==> config.mk <==
export PLATFORM = sky130hd
export DESIGN_NAME = modular_matrix_power_engine
export DESIGN_NICKNAME = d
export VERILOG_FILES = /design/src/rtl/mmpe_pkg.sv /design/src/rtl/mmpe_ram.sv /design/src/rtl/mmpe_mulmod.sv /design/src/rtl/mmpe_core.sv /design/src/rtl/modular_matrix_power_engine.sv
export SDC_FILE = /design/constraint.sdc
export NUM_CORES = 2
export LEC_CHECK = 0
export BUFFER_PORTS_ARGS = -buffer_cell sky130_fd_sc_hd__buf_4
export CORE_UTILIZATION = 45
export DETAILED_ROUTE_END_ITERATION = 7
export PLACE_DENSITY_LB_ADDON = 0.05
export SYNTH_ARGS = -nofsm -noshare
export SYNTH_HDL_FRONTEND = slang
export SYNTH_SLANG_ARGS = --single-unit
==> constraint.sdc <==
create_clock -name clk -period 11.3 [get_ports clk]
set_input_delay 0 -clock clk [delete_from_list [all_inputs] [get_ports clk]]
set_output_delay 0 -clock clk [all_outputs]
set_load 0.02 [all_outputs]
==> src/rtl/mmpe_pkg.sv <==
`timescale 1ns / 1ps
// Shared constants, codes and types for the modular matrix power engine.
// No dependencies; the other rtl files except mmpe_ram refer to it by scoped names.
package mmpe_pkg;

	localparam int EXP_BITS = 63;
	localparam int MOD_BITS = 35;
	localparam int VAL_W    = 36;
	localparam int EXP_IN_W = 63;
	localparam int OUT_W    = 35;
	localparam int SQ_LIMIT = 2 * EXP_BITS + 1;
	localparam int SQ_W     = $clog2(SQ_LIMIT + 1);
	localparam int EXP_W    = (EXP_BITS > SQ_W) ? EXP_BITS : SQ_W;

	localparam int RAM_DEPTH = 64;
	localparam int ADDR_W    = $clog2(RAM_DEPTH);
	localparam int STORE_N   = 12;
	localparam int SIDX_W    = $clog2(STORE_N);

	localparam logic [ADDR_W-1:0] BASE_MAT = ADDR_W'(0);
	localparam logic [ADDR_W-1:0] BASE_VEC = ADDR_W'(9);
	localparam logic [ADDR_W-1:0] BASE_W   = ADDR_W'(16);
	localparam logic [ADDR_W-1:0] BASE_ACC = ADDR_W'(32);
	localparam logic [ADDR_W-1:0] BASE_T   = ADDR_W'(48);

	localparam logic [3:0] MAT_LAST = 4'd8;
	localparam logic [3:0] VEC_LAST = 4'd2;

	localparam logic [MOD_BITS-1:0] MOD_RESET = MOD_BITS'(35'd4294967087);

	localparam int PADDR_W = 4;
	localparam int PDATA_W = 64;
	// register index is bit 3 of the byte address
	localparam logic REG_MODULUS = 1'b0;

	typedef enum logic [1:0] {
		REQ_WR_MAT = 2'd0,
		REQ_WR_VEC = 2'd1,
		REQ_POWER  = 2'd2,
		REQ_APPLY  = 2'd3
	} req_t;

	typedef struct packed {
		logic                start;
		logic                neg;
		logic [MOD_BITS-1:0] a;
		logic [VAL_W-1:0]    b;
		logic [MOD_BITS-1:0] c;
	} mm_req_t;

	typedef struct packed {
		logic busy;
		logic done;
	} mm_stat_t;

	// offset of entry (row, col) in a 3x3 block
	function automatic logic [ADDR_W-1:0] mat_off(input logic [1:0] row, input logic [1:0] col);
		logic [ADDR_W-1:0] r;
		r = ADDR_W'(row);
		return (r << 1) + r + ADDR_W'(col);
	endfunction

endpackage

==> src/rtl/mmpe_ram.sv <==
`timescale 1ns / 1ps
// Generic simple dual-port RAM: one write port, one read port, registered read.
// No dependencies.
module mmpe_ram #(
	parameter int WIDTH = 36,
	parameter int DEPTH = 64
) (
	input  logic                     clk,
	input  logic                     we,
	input  logic [$clog2(DEPTH)-1:0] waddr,
	input  logic [WIDTH-1:0]         wdata,
	input  logic [$clog2(DEPTH)-1:0] raddr,
	output logic [WIDTH-1:0]         rdata
);

	logic [WIDTH-1:0] mem [DEPTH];

	always_ff @(posedge clk) begin
		if (we) begin
			mem[waddr] <= wdata;
		end
		rdata <= mem[raddr];
	end

endmodule

==> src/rtl/mmpe_mulmod.sv <==
`timescale 1ns / 1ps
// Bit-serial modular multiply-add: (c + a*b) mod m, optionally negated mod m.
// Depends on mmpe_pkg. One bit of b per cycle, most significant first.
module mmpe_mulmod (
	input  logic                           clk,
	input  logic                           arst_n,
	input  mmpe_pkg::mm_req_t              req,
	input  logic [mmpe_pkg::MOD_BITS-1:0]  m,
	output mmpe_pkg::mm_stat_t             stat,
	output logic [mmpe_pkg::MOD_BITS-1:0]  r
);

	localparam int MB    = mmpe_pkg::MOD_BITS;
	localparam int VW    = mmpe_pkg::VAL_W;
	localparam int CNT_W = $clog2(VW);

	typedef enum logic [1:0] {U_IDLE, U_RUN, U_FIN} ust_t;

	ust_t            st_q;
	logic [MB-1:0]   a_q, c_q, acc_q, res_q;
	logic [VW-1:0]   b_q;
	logic [CNT_W-1:0] cnt_q;
	logic            neg_q, done_q;

	logic [MB:0] m_x, t, t1, u, u1, s, s1, fin_val;

	always_comb begin
		m_x = {1'b0, m};
		t   = {acc_q, 1'b0};
		t1  = (t >= m_x) ? t - m_x : t;
		u   = t1 + (b_q[VW-1] ? {1'b0, a_q} : '0);
		u1  = (u >= m_x) ? u - m_x : u;
		s   = {1'b0, acc_q} + {1'b0, c_q};
		s1  = (s >= m_x) ? s - m_x : s;
		fin_val = (neg_q && (s1 != '0)) ? m_x - s1 : s1;
	end

	always_ff @(posedge clk or negedge arst_n) begin
		if (!arst_n) begin
			st_q   <= U_IDLE;
			done_q <= 1'b0;
			cnt_q  <= '0;
			a_q    <= '0;
			b_q    <= '0;
			c_q    <= '0;
			acc_q  <= '0;
			neg_q  <= 1'b0;
			res_q  <= '0;
		end else begin
			done_q <= (st_q == U_FIN);
			unique case (st_q)
				U_IDLE: begin
					if (req.start) begin
						a_q   <= req.a;
						b_q   <= req.b;
						c_q   <= req.c;
						neg_q <= req.neg;
						acc_q <= '0;
						cnt_q <= CNT_W'(VW - 1);
						st_q  <= U_RUN;
					end
				end
				U_RUN: begin
					// double, then add a on a set bit, keeping the residue below m
					acc_q <= u1[MB-1:0];
					b_q   <= b_q << 1;
					if (cnt_q == '0) begin
						st_q <= U_FIN;
					end else begin
						cnt_q <= cnt_q - CNT_W'(1);
					end
				end
				U_FIN: begin
					res_q  <= fin_val[MB-1:0];
					st_q   <= U_IDLE;
				end
				default: st_q <= U_IDLE;
			endcase
		end
	end

	assign stat.busy = (st_q != U_IDLE);
	assign stat.done = done_q;
	assign r         = res_q;

endmodule

==> src/rtl/mmpe_core.sv <==
`timescale 1ns / 1ps
// Sequencer of the matrix power engine: entry RAM, serial multiply-add unit,
// program of copy and matrix-product passes, output register. Uses mmpe_pkg,
// mmpe_ram and mmpe_mulmod.
module mmpe_core (
	input  logic                                 clk,
	input  logic                                 arst_n,
	input  logic [mmpe_pkg::MOD_BITS-1:0]        m,
	input  logic                                 in_valid,
	output logic                                 in_stall,
	input  logic [1:0]                           req_type,
	input  logic [3:0]                           entry_index,
	input  logic signed [mmpe_pkg::VAL_W-1:0]    entry_value,
	input  logic [mmpe_pkg::EXP_IN_W-1:0]        exponent,
	input  logic                                 power_mode,
	output logic                                 out_valid,
	input  logic                                 out_stall,
	output logic [3:0]                           out_index,
	output logic [mmpe_pkg::OUT_W-1:0]           out_value,
	output logic                                 last
);

	localparam int MB = mmpe_pkg::MOD_BITS;
	localparam int VW = mmpe_pkg::VAL_W;
	localparam int AW = mmpe_pkg::ADDR_W;
	localparam int EW = mmpe_pkg::EXP_W;
	localparam int SW = mmpe_pkg::SIDX_W;

	typedef enum logic [3:0] {
		S_IDLE, S_DISP, S_CP_RD, S_CP_DAT, S_CP_RUN, S_CP_OUT, S_ID,
		S_MM_RX, S_MM_RY, S_MM_GO, S_MM_RUN
	} st_t;

	typedef enum logic [3:0] {
		P_A0, P_A1, P_A2, P_A3, P_A4, P_A5,
		P_B0, P_B1, P_B2,
		P_C0, P_C1, P_C2, P_C3,
		P_END
	} ph_t;

	typedef enum logic [2:0] {K_NONE, K_COPY, K_MM, K_ID, K_DONE} kind_t;
	typedef enum logic [1:0] {E_HOLD, E_SHR, E_DEC} eop_t;

	typedef struct packed {
		kind_t         kind;
		logic [AW-1:0] src;
		logic [AW-1:0] yb;
		logic [AW-1:0] dst;
		logic          s3;
		logic          d3;
		logic          emit;
		logic          col1;
		logic [3:0]    cnt_last;
		ph_t           nph;
		eop_t          eop;
	} op_t;

	st_t  st_q;
	ph_t  ph_q;
	op_t  op;

	logic [EW-1:0] exp_q;
	logic [AW-1:0] cp_sa_q, cp_da_q, mx_q, my_q, md_q;
	logic          cp_ss3_q, cp_ds3_q, cp_emit_q, col1_q;
	logic [3:0]    cp_i_q, cp_last_q;
	logic [1:0]    mi_q, mj_q, mk_q;
	logic [VW-1:0] xa_q;
	logic [MB-1:0] acc_q;

	logic                  out_valid_q, last_q;
	logic [3:0]            out_index_q;
	logic [mmpe_pkg::OUT_W-1:0] out_value_q;

	logic [mmpe_pkg::STORE_N-1:0] valid_q;
	logic                         rd_zero_s1;

	logic          we;
	logic [AW-1:0] waddr, raddr;
	logic [VW-1:0] wdata, rdata, rdata_eff, mag;

	mmpe_pkg::mm_req_t  ureq;
	mmpe_pkg::mm_stat_t ustat;
	logic [MB-1:0]      ures;

	mmpe_pkg::req_t rq;
	logic           accept, out_free;
	logic [AW-1:0]  x_addr, y_addr, d_addr;
	logic [EW-1:0]  exp_in, exp_sat;
	logic [1:0]     j_last;

	mmpe_ram #(.WIDTH(VW), .DEPTH(mmpe_pkg::RAM_DEPTH)) u_ram (
		.clk   (clk),
		.we    (we),
		.waddr (waddr),
		.wdata (wdata),
		.raddr (raddr),
		.rdata (rdata)
	);

	mmpe_mulmod u_mulmod (
		.clk    (clk),
		.arst_n (arst_n),
		.req    (ureq),
		.m      (m),
		.stat   (ustat),
		.r      (ures)
	);

	assign rq        = mmpe_pkg::req_t'(req_type);
	assign in_stall  = (st_q != S_IDLE);
	assign accept    = in_valid && !in_stall;
	assign out_free  = !out_valid_q || !out_stall;
	assign rdata_eff = rd_zero_s1 ? '0 : rdata;
	assign mag       = rdata_eff[VW-1] ? (~rdata_eff + VW'(1)) : rdata_eff;
	assign x_addr    = mx_q + mmpe_pkg::mat_off(mi_q, mk_q);
	assign y_addr    = my_q + mmpe_pkg::mat_off(mk_q, mj_q);
	assign d_addr    = md_q + mmpe_pkg::mat_off(mi_q, mj_q);
	assign j_last    = col1_q ? 2'd0 : 2'd2;
	assign exp_in    = EW'(exponent[mmpe_pkg::EXP_BITS-1:0]);
	assign exp_sat   = (exp_in > EW'(mmpe_pkg::SQ_LIMIT)) ? EW'(mmpe_pkg::SQ_LIMIT) : exp_in;

	// program step for the current phase
	always_comb begin
		op          = '0;
		op.kind     = K_NONE;
		op.nph      = P_END;
		op.eop      = E_HOLD;
		op.cnt_last = mmpe_pkg::MAT_LAST;
		unique case (ph_q)
			P_A0: begin
				op.kind = K_COPY; op.src = mmpe_pkg::BASE_MAT; op.dst = mmpe_pkg::BASE_W;
				op.nph  = P_A1;
			end
			P_A1: begin
				op.kind = K_ID; op.nph = P_A2;
			end
			P_A2: begin
				if (exp_q == '0) begin
					op.kind = K_COPY; op.src = mmpe_pkg::BASE_ACC; op.dst = mmpe_pkg::BASE_MAT;
					op.emit = 1'b1; op.nph = P_END;
				end else if (exp_q[0]) begin
					op.kind = K_MM; op.src = mmpe_pkg::BASE_W; op.yb = mmpe_pkg::BASE_ACC;
					op.dst  = mmpe_pkg::BASE_T; op.nph = P_A3;
				end else begin
					op.nph = P_A4;
				end
			end
			P_A3: begin
				op.kind = K_COPY; op.src = mmpe_pkg::BASE_T; op.dst = mmpe_pkg::BASE_ACC;
				op.nph  = P_A4;
			end
			P_A4: begin
				op.kind = K_MM; op.src = mmpe_pkg::BASE_W; op.yb = mmpe_pkg::BASE_W;
				op.dst  = mmpe_pkg::BASE_T; op.nph = P_A5;
			end
			P_A5: begin
				op.kind = K_COPY; op.src = mmpe_pkg::BASE_T; op.dst = mmpe_pkg::BASE_W;
				op.nph  = P_A2; op.eop = E_SHR;
			end
			P_B0: begin
				op.kind = K_COPY; op.src = mmpe_pkg::BASE_MAT;
				if (exp_q == '0) begin
					// no squaring: emit the stored matrix reduced, keep it as stored
					op.dst = mmpe_pkg::BASE_T; op.emit = 1'b1; op.nph = P_END;
				end else begin
					op.dst = mmpe_pkg::BASE_W; op.nph = P_B1;
				end
			end
			P_B1: begin
				if (exp_q == '0) begin
					op.kind = K_COPY; op.src = mmpe_pkg::BASE_W; op.dst = mmpe_pkg::BASE_MAT;
					op.emit = 1'b1; op.nph = P_END;
				end else begin
					op.kind = K_MM; op.src = mmpe_pkg::BASE_W; op.yb = mmpe_pkg::BASE_W;
					op.dst  = mmpe_pkg::BASE_T; op.nph = P_B2;
				end
			end
			P_B2: begin
				op.kind = K_COPY; op.src = mmpe_pkg::BASE_T; op.dst = mmpe_pkg::BASE_W;
				op.nph  = P_B1; op.eop = E_DEC;
			end
			P_C0: begin
				op.kind = K_COPY; op.src = mmpe_pkg::BASE_MAT; op.dst = mmpe_pkg::BASE_W;
				op.nph  = P_C1;
			end
			P_C1: begin
				// vector laid out as column 0 of the scratch block
				op.kind = K_COPY; op.src = mmpe_pkg::BASE_VEC; op.dst = mmpe_pkg::BASE_T;
				op.d3   = 1'b1; op.cnt_last = mmpe_pkg::VEC_LAST; op.nph = P_C2;
			end
			P_C2: begin
				op.kind = K_MM; op.src = mmpe_pkg::BASE_W; op.yb = mmpe_pkg::BASE_T;
				op.dst  = mmpe_pkg::BASE_ACC; op.col1 = 1'b1; op.nph = P_C3;
			end
			P_C3: begin
				op.kind = K_COPY; op.src = mmpe_pkg::BASE_ACC; op.dst = mmpe_pkg::BASE_VEC;
				op.s3   = 1'b1; op.emit = 1'b1; op.cnt_last = mmpe_pkg::VEC_LAST;
				op.nph  = P_END;
			end
			P_END: begin
				op.kind = K_DONE;
			end
			default: op.kind = K_DONE;
		endcase
	end

	// RAM ports and unit requests; reads and writes never share a state
	always_comb begin
		we    = 1'b0;
		waddr = cp_da_q;
		wdata = VW'(ures);
		raddr = cp_sa_q;
		ureq  = '0;
		unique case (st_q)
			S_IDLE: begin
				wdata = entry_value;
				if (accept && (rq == mmpe_pkg::REQ_WR_MAT) && (entry_index <= mmpe_pkg::MAT_LAST)) begin
					we    = 1'b1;
					waddr = mmpe_pkg::BASE_MAT + AW'(entry_index);
				end else if (accept && (rq == mmpe_pkg::REQ_WR_VEC)
				             && (entry_index <= mmpe_pkg::VEC_LAST)) begin
					we    = 1'b1;
					waddr = mmpe_pkg::BASE_VEC + AW'(entry_index);
				end
			end
			S_CP_DAT: begin
				ureq.start = 1'b1;
				ureq.neg   = rdata_eff[VW-1];
				ureq.a     = MB'(1);
				ureq.b     = mag;
			end
			S_CP_RUN: begin
				we = ustat.done && !cp_emit_q;
			end
			S_CP_OUT: begin
				we = out_free;
			end
			S_ID: begin
				we    = 1'b1;
				waddr = mmpe_pkg::BASE_ACC + AW'(cp_i_q);
				wdata = ((cp_i_q == 4'd0) || (cp_i_q == 4'd4) || (cp_i_q == 4'd8)) ? VW'(1) : '0;
			end
			S_MM_RX: raddr = x_addr;
			S_MM_RY: raddr = y_addr;
			S_MM_GO: begin
				ureq.start = 1'b1;
				ureq.a     = xa_q[MB-1:0];
				ureq.b     = rdata_eff;
				ureq.c     = acc_q;
			end
			S_MM_RUN: begin
				waddr = d_addr;
				we    = ustat.done && (mk_q == 2'd2);
			end
			default: ;
		endcase
	end

	// stored entries read as zero until first written
	always_ff @(posedge clk or negedge arst_n) begin
		if (!arst_n) begin
			valid_q    <= '0;
			rd_zero_s1 <= 1'b0;
		end else begin
			if (we && (waddr < AW'(mmpe_pkg::STORE_N))) begin
				valid_q[waddr[SW-1:0]] <= 1'b1;
			end
			rd_zero_s1 <= (raddr < AW'(mmpe_pkg::STORE_N)) && !valid_q[raddr[SW-1:0]];
		end
	end

	always_ff @(posedge clk or negedge arst_n) begin
		if (!arst_n) begin
			st_q        <= S_IDLE;
			ph_q        <= P_END;
			exp_q       <= '0;
			cp_sa_q     <= '0;
			cp_da_q     <= '0;
			cp_ss3_q    <= 1'b0;
			cp_ds3_q    <= 1'b0;
			cp_emit_q   <= 1'b0;
			cp_i_q      <= '0;
			cp_last_q   <= '0;
			col1_q      <= 1'b0;
			mx_q        <= '0;
			my_q        <= '0;
			md_q        <= '0;
			mi_q        <= '0;
			mj_q        <= '0;
			mk_q        <= '0;
			xa_q        <= '0;
			acc_q       <= '0;
			out_valid_q <= 1'b0;
			out_index_q <= '0;
			out_value_q <= '0;
			last_q      <= 1'b0;
		end else begin
			// drop the taken item unless the emitting pass reloads the register
			if (out_valid_q && !out_stall && !((st_q == S_CP_OUT) && out_free)) begin
				out_valid_q <= 1'b0;
			end
			unique case (st_q)
				S_IDLE: begin
					if (accept && (rq == mmpe_pkg::REQ_POWER)) begin
						exp_q <= power_mode ? exp_sat : exp_in;
						ph_q  <= power_mode ? P_B0 : P_A0;
						st_q  <= S_DISP;
					end else if (accept && (rq == mmpe_pkg::REQ_APPLY)) begin
						ph_q <= P_C0;
						st_q <= S_DISP;
					end
				end
				S_DISP: begin
					ph_q <= op.nph;
					unique case (op.eop)
						E_SHR:   exp_q <= exp_q >> 1;
						E_DEC:   exp_q <= exp_q - EW'(1);
						default: ;
					endcase
					unique case (op.kind)
						K_COPY: begin
							cp_sa_q   <= op.src;
							cp_da_q   <= op.dst;
							cp_ss3_q  <= op.s3;
							cp_ds3_q  <= op.d3;
							cp_emit_q <= op.emit;
							cp_last_q <= op.cnt_last;
							cp_i_q    <= '0;
							st_q      <= S_CP_RD;
						end
						K_MM: begin
							mx_q   <= op.src;
							my_q   <= op.yb;
							md_q   <= op.dst;
							col1_q <= op.col1;
							mi_q   <= '0;
							mj_q   <= '0;
							mk_q   <= '0;
							acc_q  <= '0;
							st_q   <= S_MM_RX;
						end
						K_ID: begin
							cp_i_q <= '0;
							st_q   <= S_ID;
						end
						K_DONE:  st_q <= S_IDLE;
						default: ;
					endcase
				end
				S_CP_RD:  st_q <= S_CP_DAT;
				S_CP_DAT: st_q <= S_CP_RUN;
				S_CP_RUN, S_CP_OUT: begin
					if ((st_q == S_CP_RUN) && ustat.done && cp_emit_q) begin
						st_q <= S_CP_OUT;
					end else if (((st_q == S_CP_RUN) && ustat.done) || ((st_q == S_CP_OUT) && out_free)) begin
						if (st_q == S_CP_OUT) begin
							out_valid_q <= 1'b1;
							out_index_q <= cp_i_q;
							out_value_q <= mmpe_pkg::OUT_W'(ures);
							last_q      <= (cp_i_q == cp_last_q);
						end
						// advance to the next entry of the pass
						cp_sa_q <= cp_sa_q + (cp_ss3_q ? AW'(3) : AW'(1));
						cp_da_q <= cp_da_q + (cp_ds3_q ? AW'(3) : AW'(1));
						if (cp_i_q == cp_last_q) begin
							st_q <= S_DISP;
						end else begin
							cp_i_q <= cp_i_q + 4'd1;
							st_q   <= S_CP_RD;
						end
					end
				end
				S_ID: begin
					if (cp_i_q == mmpe_pkg::MAT_LAST) begin
						st_q <= S_DISP;
					end else begin
						cp_i_q <= cp_i_q + 4'd1;
					end
				end
				S_MM_RX: st_q <= S_MM_RY;
				S_MM_RY: begin
					xa_q <= rdata_eff;
					st_q <= S_MM_GO;
				end
				S_MM_GO: st_q <= S_MM_RUN;
				S_MM_RUN: begin
					if (ustat.done) begin
						if (mk_q == 2'd2) begin
							acc_q <= '0;
							mk_q  <= '0;
							if (mj_q == j_last) begin
								mj_q <= '0;
								if (mi_q == 2'd2) begin
									st_q <= S_DISP;
								end else begin
									mi_q <= mi_q + 2'd1;
									st_q <= S_MM_RX;
								end
							end else begin
								mj_q <= mj_q + 2'd1;
								st_q <= S_MM_RX;
							end
						end else begin
							acc_q <= ures;
							mk_q  <= mk_q + 2'd1;
							st_q  <= S_MM_RX;
						end
					end
				end
				default: st_q <= S_IDLE;
			endcase
		end
	end

	assign out_valid = out_valid_q;
	assign out_index = out_index_q;
	assign out_value = out_value_q;
	assign last      = last_q;

	a_done_in_wait: assert property (@(posedge clk) disable iff (!arst_n)
		ustat.done |-> ((st_q == S_CP_RUN) || (st_q == S_MM_RUN)))
		else $error("multiply-add result arrived outside a wait state");

	a_start_free: assert property (@(posedge clk) disable iff (!arst_n)
		ureq.start |-> !ustat.busy)
		else $error("multiply-add unit started while busy");

	a_idle_quiet: assert property (@(posedge clk) disable iff (!arst_n)
		(st_q == S_IDLE) |-> !ustat.busy)
		else $error("unit busy while sequencer idle");

	a_k_range: assert property (@(posedge clk) disable iff (!arst_n)
		(st_q == S_MM_RUN) |-> (mk_q != 2'd3))
		else $error("inner product index out of range");

endmodule

==> src/rtl/modular_matrix_power_engine.sv <==
`timescale 1ns / 1ps
// Modular 3x3 matrix power engine: configuration register port and sequencer.
// Depends on mmpe_pkg and mmpe_core.
//
// Items enter on the input channel (in_valid / in_stall) and results leave on
// the output channel (out_valid / out_stall), both accepted when valid is high
// and stall is low. Write-entry items are written as they are accepted and
// give no result. A power item emits nine entries, an apply item three, with
// last on the final one. All arithmetic runs through one bit-serial
// multiply-add unit, which sets the rate. A^n costs a squaring and up to one
// further matrix product per exponent bit, A^(2^e) one matrix product per
// squaring. After the last result enters the output register, the sequencer
// passes through its dispatch state back to idle before it takes the next
// item. A stall on the output holds the register and pauses the emitting
// pass. Reset clears the stored matrix and vector to zero and sets the
// modulus to 4294967087; no clearing pass is needed.
// The modulus register sits at byte address 0 of the port, 64-bit data.
module modular_matrix_power_engine (
	input  logic                                clk,
	input  logic                                arst_n,
	input  logic                                psel,
	input  logic                                penable,
	input  logic                                pwrite,
	input  logic [mmpe_pkg::PADDR_W-1:0]        paddr,
	input  logic [mmpe_pkg::PDATA_W-1:0]        pwdata,
	output logic [mmpe_pkg::PDATA_W-1:0]        prdata,
	output logic                                pready,
	input  logic                                in_valid,
	output logic                                in_stall,
	input  logic [1:0]                          req_type,
	input  logic [3:0]                          entry_index,
	input  logic signed [mmpe_pkg::VAL_W-1:0]   entry_value,
	input  logic [mmpe_pkg::EXP_IN_W-1:0]       exponent,
	input  logic                                power_mode,
	output logic                                out_valid,
	input  logic                                out_stall,
	output logic [3:0]                          out_index,
	output logic [mmpe_pkg::OUT_W-1:0]          out_value,
	output logic                                last
);

	localparam int MB = mmpe_pkg::MOD_BITS;

	logic [MB-1:0] modulus_q, m_eff;
	logic          wr_en;

	assign pready = 1'b1;
	assign wr_en  = psel && penable && pwrite && (paddr[3] == mmpe_pkg::REG_MODULUS);
	assign prdata = (paddr[3] == mmpe_pkg::REG_MODULUS) ? mmpe_pkg::PDATA_W'(modulus_q) : '0;
	// moduli below two behave as two
	assign m_eff  = (modulus_q < MB'(2)) ? MB'(2) : modulus_q;

	always_ff @(posedge clk or negedge arst_n) begin
		if (!arst_n) begin
			modulus_q <= mmpe_pkg::MOD_RESET;
		end else if (wr_en) begin
			modulus_q <= pwdata[MB-1:0];
		end
	end

	mmpe_core u_core (
		.clk         (clk),
		.arst_n      (arst_n),
		.m           (m_eff),
		.in_valid    (in_valid),
		.in_stall    (in_stall),
		.req_type    (req_type),
		.entry_index (entry_index),
		.entry_value (entry_value),
		.exponent    (exponent),
		.power_mode  (power_mode),
		.out_valid   (out_valid),
		.out_stall   (out_stall),
		.out_index   (out_index),
		.out_value   (out_value),
		.last        (last)
	);

endmodule

## Word level (Yosys, flattened, before mapping)

Memory sizes are Yosys's and may differ from the RTL's. A register that Yosys moved wholly into a read port is not among the register bits.
Cells that the tools add are included.

| cells by class | value |
|---|---|
| bitwise gates (word level) | 4 |
| mux-type cells | 122 |
| $add $sub $neg | 25 |
| reduce and logical (&&, ||, !) cells | 72 |
| equality and inequality tests | 59 |
| order comparisons | 12 |

Operators by type and width:

| kind | count |
|---|---|
| 35-bit 2-to-1 mux | 10 |
| 63-bit case mux with 2 select lines | 2 |
| 63-bit 2-to-1 mux | 3 |
| 36-bit 2-to-1 mux | 5 |
| 36-bit case mux with 2 select lines | 2 |
| 71-bit case mux with 2 select lines | 1 |
| 35-bit case mux with 2 select lines | 2 |
| 36-bit by 35-bit >= comparator with 1-bit output | 3 |
| 6-bit 2-to-1 mux | 14 |
| 36-bit by 35-bit subtractor with 36-bit output | 2 |
| 35-bit subtractor | 2 |
| 4-bit 2-to-1 mux | 16 |
| 63-bit by 7-bit greater-than comparator with 1-bit output (second input constant) | 1 |
| 63-bit zero test | 1 |
| 63-bit by 1-bit subtractor with 63-bit output (second input constant) | 1 |
| 6-bit case mux with 2 select lines | 4 |
| 4-bit case mux with 11 select lines | 1 |
| 6-bit case mux with 7 select lines | 1 |
| 4-bit case mux with 10 select lines | 1 |
| 35-bit by 35-bit adder with 36-bit output | 1 |
| 36-bit by 1-bit adder with 36-bit output (second input constant) | 1 |
| 36-bit by 35-bit adder with 36-bit output | 1 |
| 4-bit by 3-bit == test with 1-bit output (second input constant) | 9 |
| 4-bit == test (second input constant) | 9 |
| other kinds (69) | 201 |

| storage, ports and cells | value |
|---|---|
| input port bits | 181 |
| output and inout bits | 107 |
| RAM bits | 2304 |
| memories kept | 1 |
| register bits after elaboration | 464 |

Memory list:

| name | depth | width | read ports | clocked after memory_dff | wr ports | line | source |
|---|---|---|---|---|---|---|---|
| u_core.u_ram.mem | 64 | 36 | 1 | 1 | 1 | mmpe_ram.sv:16 | `logic [WIDTH-1:0] mem [DEPTH];` |

## Depth between registers and ports, before layout

| depth | value |
|---|---|
| word-level depth | 13 |
| gate-level depth with buffers | 44 |
| mapped depth without buffers | 41 |

## By module

Synthesis repeated with hierarchy kept, for this count alone.

| second synthesis, totals | value |
|---|---|
| cells, all modules | 8420 |
| area total of the unflattened synthesis | 125606.7 µm² |

Modules (own cells, without submodules):

| module | area an instance (µm²) | cells an instance | times used |
|---|---|---|---|
| mmpe_ram | 88082.0 | 3823 | 1 |
| mmpe_mulmod | 19830.3 | 2570 | 1 |
| mmpe_core | 15544.9 | 1835 | 1 |
| modular_matrix_power_engine | 2149.6 | 192 | 1 |

## Worst setup path before layout

No wires, ideal clock.

| timing path | value |
|---|---|
| kind | register -> register |
| start | register modulus_q[34] |
| end | register u_core.u_mulmod.acc_q[13] |
| arrival | 8653 ps |
| setup slack | 2525 ps |
| setup time | 122 ps |
| cell stages (with the launch flop) | 43 |
| clock period less this slack | 8775 ps |
| cells stage by stage | dfrtp_1 -> nor4_1 -> nand4_1 -> nor3_1 -> nor2_1 -> fa_1 -> a21o_1 -> a221oi_1 -> a21oi_1 -> a2111oi_2 -> o21ai_0 -> a41oi_2 -> clkbuf_1 -> nor2_1 -> ha_1 -> inv_1 -> fa_1 -> nand2b_1 -> (+7 left out) -> a21oi_1 -> o21bai_1 -> a21oi_1 -> xor2_1 -> inv_1 -> ha_1 -> and3_1 -> a221o_1 -> a21oi_1 -> nand4_1 -> a31oi_1 -> o211ai_1 -> a21o_1 -> nand4_1 -> nand3_1 -> buf_2 -> or2_2 -> a32o_1 |

| on the way | value |
|---|---|
| cells in the longest elaborated chain, start to end | 8 |

RTL lines:

| what | line | source |
|---|---|---|
| start, declared | modular_matrix_power_engine.sv:44 | `logic [MB-1:0] modulus_q, m_eff;` |
| start signal, assigned | modular_matrix_power_engine.sv:55 | `modulus_q <= mmpe_pkg::MOD_RESET;` |
| start signal, assigned | modular_matrix_power_engine.sv:57 | `modulus_q <= pwdata[MB-1:0];` |
| 35-bit by 2-bit less-than comparator with 1-bit output | modular_matrix_power_engine.sv:51 | `assign m_eff = (modulus_q < MB'(2)) ? MB'(2) : modulus_q;` |
| 35-bit 2-to-1 mux (*) | modular_matrix_power_engine.sv:51 |  |
| 36-bit by 35-bit subtractor with 36-bit output / 36-bit by 35-bit >= comparator with 1-bit output (equally long branches) | mmpe_mulmod.sv:30 | `t1 = (t >= m_x) ? t - m_x : t;` |
| 36-bit 2-to-1 mux | mmpe_mulmod.sv:30 |  |
| 36-bit by 35-bit adder with 36-bit output | mmpe_mulmod.sv:31 | `u = t1 + (b_q[VW-1] ? {1'b0, a_q} : '0);` |
| 35-bit subtractor / 36-bit by 35-bit >= comparator with 1-bit output (equally long branches) | mmpe_mulmod.sv:32 | `u1 = (u >= m_x) ? u - m_x : u;` |
| 35-bit 2-to-1 mux (*) | mmpe_mulmod.sv:32 |  |
| 35-bit case mux with 2 select lines (*) | mmpe_mulmod.sv:51 | `unique case (st_q)` |
| end signal, assigned | mmpe_mulmod.sv:65 | `acc_q <= u1[MB-1:0];` |
| end, declared | mmpe_mulmod.sv:20 | `logic [MB-1:0] a_q, c_q, acc_q, res_q;` |

Every way passes the cells marked *; elsewhere a longest branch is shown, timed or not.
A chain may end at the register's enable or synchronous reset.

## Worst setup path after layout

| timing path | value |
|---|---|
| start | register modulus_q[34] |
| end | register u_core.u_mulmod.acc_q[1] |

Same word-level chain as after synthesis.

==> impl_metrics.yaml <==
route:
  drt_first_pass_iters: 6
  met2_length_um: 193600
  dr.max_layer_used: "met4"
  post-route-drc-count: 0
  post_drt_wl_per_cell_um: 26.75
  drt_first_iter_violations: 9528
  met3_length_um: 27410
  drt.antenna.violating_nets: 0
  route.vias.total: 93570
  routed_wl_um: 421500
  avgViaCountPerCell: 5.939
  wirelength_met1_um: 183100
global_routing:
  grt.total_usage: 0.2903
  antenna_found_initial: 15
  pin_count_of_the_biggest_net_entering_global_routing: 148
  grt_overflow_total: 0
  vias_in_the_first_global_route: 89710
  grt_pass1_wl_um: 615700
logic_synthesis:
  ys_seq_area_frac: 0.6361
  post_synth_main_area_contributors: "sky130_fd_sc_hd__edfxtp_1 54%, sky130_fd_sc_hd__nand2_1 8.7%, sky130_fd_sc_hd__dfrtp_1 8.2%, sky130_fd_sc_hd__a311oi_1 3.0%, sky130_fd_sc_hd__nand3_1 3.0%"
  yosys.area.top_type: "sky130_fd_sc_hd__edfxtp_1"
  avgSynthCellArea_um2: 11.15
  synthesis.instances: 11460
  syn_area_um2: 127700
  synth_cell_type_count: 99
  yosys.area.top_type_share: 0.5416
  async_s_r_ff_share_synth: 0.1619
  ys_seq_elements: 2792
  synth_top_flop_cell: "sky130_fd_sc_hd__edfxtp_1"
  synth_edf_count: 2304
  synth.yosys.warnings: 0
setup_path:
  arrival_ns: 11.07
  cp-end-kind: "register"
  crit_fanout: 25
  crit-reg2reg-launch: "modulus_q[34]$_DFFE_PN0P_"
  critical_path.max_stage_delay_ns: 0.55
  cp-start-kind: "register"
  cp_data_required_time_ns: 12.06
  crit_start: "modulus_q[34]$_DFFE_PN0P_"
  worstSetupPathType: "register to register"
  critical-path-slowest-cell: "sky130_fd_sc_hd__nor4_1"
  dominant_cell_type_by_count_on_the_critical_path: "sky130_fd_sc_hd__a21oi_1"
floorplan:
  coreArea_um2: 282300
  initial_utilization: 0.4525
  num_io_pins: 288
  fp.dieH_um: 534.8
  floorplan.rows: 195
  dieArea_um2: 286000
  chipWidth_um: 534.8
clocking:
  holdBufCountCts: 258
  post_cts_buffers: 0
  cts-buffers-inserted: 310
  cts_htree_levels: 5
  cts.reportedPaths.clkPinSlew_ns: 0.06
  clock_tree.root_cell: "sky130_fd_sc_hd__clkbuf_16"
  cts_sinks: 2792
  ctsResizeCount: 0
  cts_tree: "yes"
  clock_tree.buffer_depth: 4
  worstSkewPairLatency_ns: 0.91
timing:
  hold_viol: 0
  finalCritPeriodShare: 0.9124
  hold-worst-slack_ns: 0.06582
  clock_tree_skew_after_final_layout_ns: 0.04444
  worst-slew-pin-transition_ns: 1.313
  finalCriticalPeriod_ns: 10.31
  setup_viol_count_final: 0
  number_of_pins_with_negative_max_slew_slack_in_the_final_report: 0
  rsz0062_at_grt: "no"
  setup_total_negative_slack_ns: 0
  timing.final.ws_setup_ns: 0.9901
  slew_headroom: 0.1248
  achievable-frequency_ghz: 0.09699
placement:
  finalWeightedCongestion: 0.9453
  hpwl_um: 246100
  place_worst_setup_slack_ns: 1.102
  io_buffer_count: 225
power:
  cellPowerDensity_nw_per_um2: 291.2
  vdd.ir_drop.worst_mv: 0.2518
  leakage_nw: 55.13
finish:
  finalNetCount: 12190
  layout.cells.most_common: "sky130_fd_sc_hd__nand2_1"
  most-common-layout-cells: "2955 x sky130_fd_sc_hd__nand2_1, 2304 x sky130_fd_sc_hd__edfxtp_1, 756 x sky130_fd_sc_hd__nand3_1"
  finish.utilization: 0.5190
  area_growth_syn_to_layout_pct: 14.70
  post_route_cells_drive_above_1_share: 0.1022
worst_hold_path:
  start_point_of_the_worst_hold_path: "entry_value[35]"
  min_path_type: "input pin to register"
run_status:
  status: "finished, final reports clean"
flow_run:
  max_cap_violations: 0
==> cell families (layout without fill, tap and decap cells) <==
group,count (synthesis),after routing,share of synthesized area
and+or+nand+nor,5004,5004,0.1699
DFF,2792,2792,0.6361
AOI/OAI and AO/OA,2118,2118,0.1130
buffers and inverters,920,1444,0.02820
adders and majority gates,249,249,0.02515
xor gates and xnor gates,232,232,0.01591
muxes,138,138,0.01162
other,2,35,0.00005879
==> power breakdown <==
group / internal (mW) / switching [mW]
Clock: 5.59 / 4.15
Combinational: 6.27 / 12.9
Sequential: 13.0 / 0.752
==> worst max-delay path, delay by kind of cell (launching register included) <==
kind	cells	cell delay [ns]
mux	1	0.16
xor+xnor	1	0.27
buf+inv	4	0.77
fa+ha+maj	3	1.11
flops	1	0.44
compound gates	20	4.43
simple gates	13	2.95
==> cells in the mapped netlist, types with 34 or more instances <==
cell type and number:
sky130_fd_sc_hd__o21ai_0 344, sky130_fd_sc_hd__ha_1 236, sky130_fd_sc_hd__dfrtp_1 420, sky130_fd_sc_hd__buf_4 34
sky130_fd_sc_hd__mux2i_1 56, sky130_fd_sc_hd__a21o_1 100, sky130_fd_sc_hd__nand3_1 759, sky130_fd_sc_hd__buf_1 39
sky130_fd_sc_hd__dfxtp_1 36, sky130_fd_sc_hd__o21a_1 34, sky130_fd_sc_hd__nand2b_1 46, sky130_fd_sc_hd__nor2_1 519
sky130_fd_sc_hd__nor4_1 50, sky130_fd_sc_hd__nand4_1 43, sky130_fd_sc_hd__a221oi_1 54, sky130_fd_sc_hd__a311oi_1 440
sky130_fd_sc_hd__inv_1 130, sky130_fd_sc_hd__nand2_1 2959, sky130_fd_sc_hd__edfxtp_1 2304, sky130_fd_sc_hd__mux2_2 82
sky130_fd_sc_hd__a211oi_1 133, sky130_fd_sc_hd__and3_1 317, sky130_fd_sc_hd__a21oi_1 499, sky130_fd_sc_hd__nor3_1 83
sky130_fd_sc_hd__xor2_1 83, sky130_fd_sc_hd__a22o_1 38, sky130_fd_sc_hd__nor2b_1 38, sky130_fd_sc_hd__o31ai_1 34
sky130_fd_sc_hd__clkbuf_1 705, sky130_fd_sc_hd__xnor2_1 149, sky130_fd_sc_hd__and2_1 59, sky130_fd_sc_hd__a31oi_1 185
==> sequential cells by signal, indices dropped and copies added, names as in the netlist, 6 cells and up <==
name,count
modulus_q,35
u_core.acc_q,35
u_core.cp_da_q,6
u_core.cp_sa_q,6
u_core.exp_q,63
u_core.out_value,35
u_core.u_mulmod.a_q,35
u_core.u_mulmod.acc_q,35
u_core.u_mulmod.b_q,36
u_core.u_mulmod.c_q,35
u_core.u_mulmod.cnt_q,6
u_core.u_mulmod.r,35
u_core.u_ram.mem,2304
u_core.u_ram.rdata,36
u_core.valid_q,12
u_core.xa_q,35
==> stage by stage <==
step	instance area, µm²	power [mW]	cells
floorplan	127800	25.78	11480
global placement	134300	32.57	14940
detailed placement	134300	32.74	14940
CTS	146500	42.64	15750
global route	146500	44.89	15750
finish	146500	42.67	15760
==> cell type report <==
type	instances	area [µm²]
Antenna cell	5	12.51
Clock buffer	409	8429
Clock inverter	147	1195
Fill cell	24460	135800
Inverter	130	488.0
Multi-Input combinational cell	7771	43740
Sequential cell	2792	81260
Tap cell	3743	4683
Timing Repair Buffer	758	6711
==> worst paths after layout <==
path	cells past startpoint	end	slack, ns
hold / removal	3	u_core.u_ram.mem[24][35]$_DFFE_PP_	0.07
min in group asynchronous	3	u_core.ph_q[0]$_DFFE_PN1P_	0.27
max in group asynchronous	5	u_core.u_mulmod.c_q[32]$_DFFE_PN0P_	9.30
hold reg to reg	2	u_core.u_mulmod.a_q[15]$_DFFE_PN0P_	0.46
setup reg to reg	42	u_core.u_mulmod.acc_q[1]$_DFFE_PN0P_	0.99
setup / recovery	42	u_core.u_mulmod.acc_q[1]$_DFFE_PN0P_	0.99
==> per-layer routing <==
layer  up-vias  track usage
li1      42580            -
met1     46820       0.4086
met2      3543       0.4590
met3       618      0.03542
met4         0       0.1145
met5         -            0
Note: power is estimated with default switching activity, not from simulation.
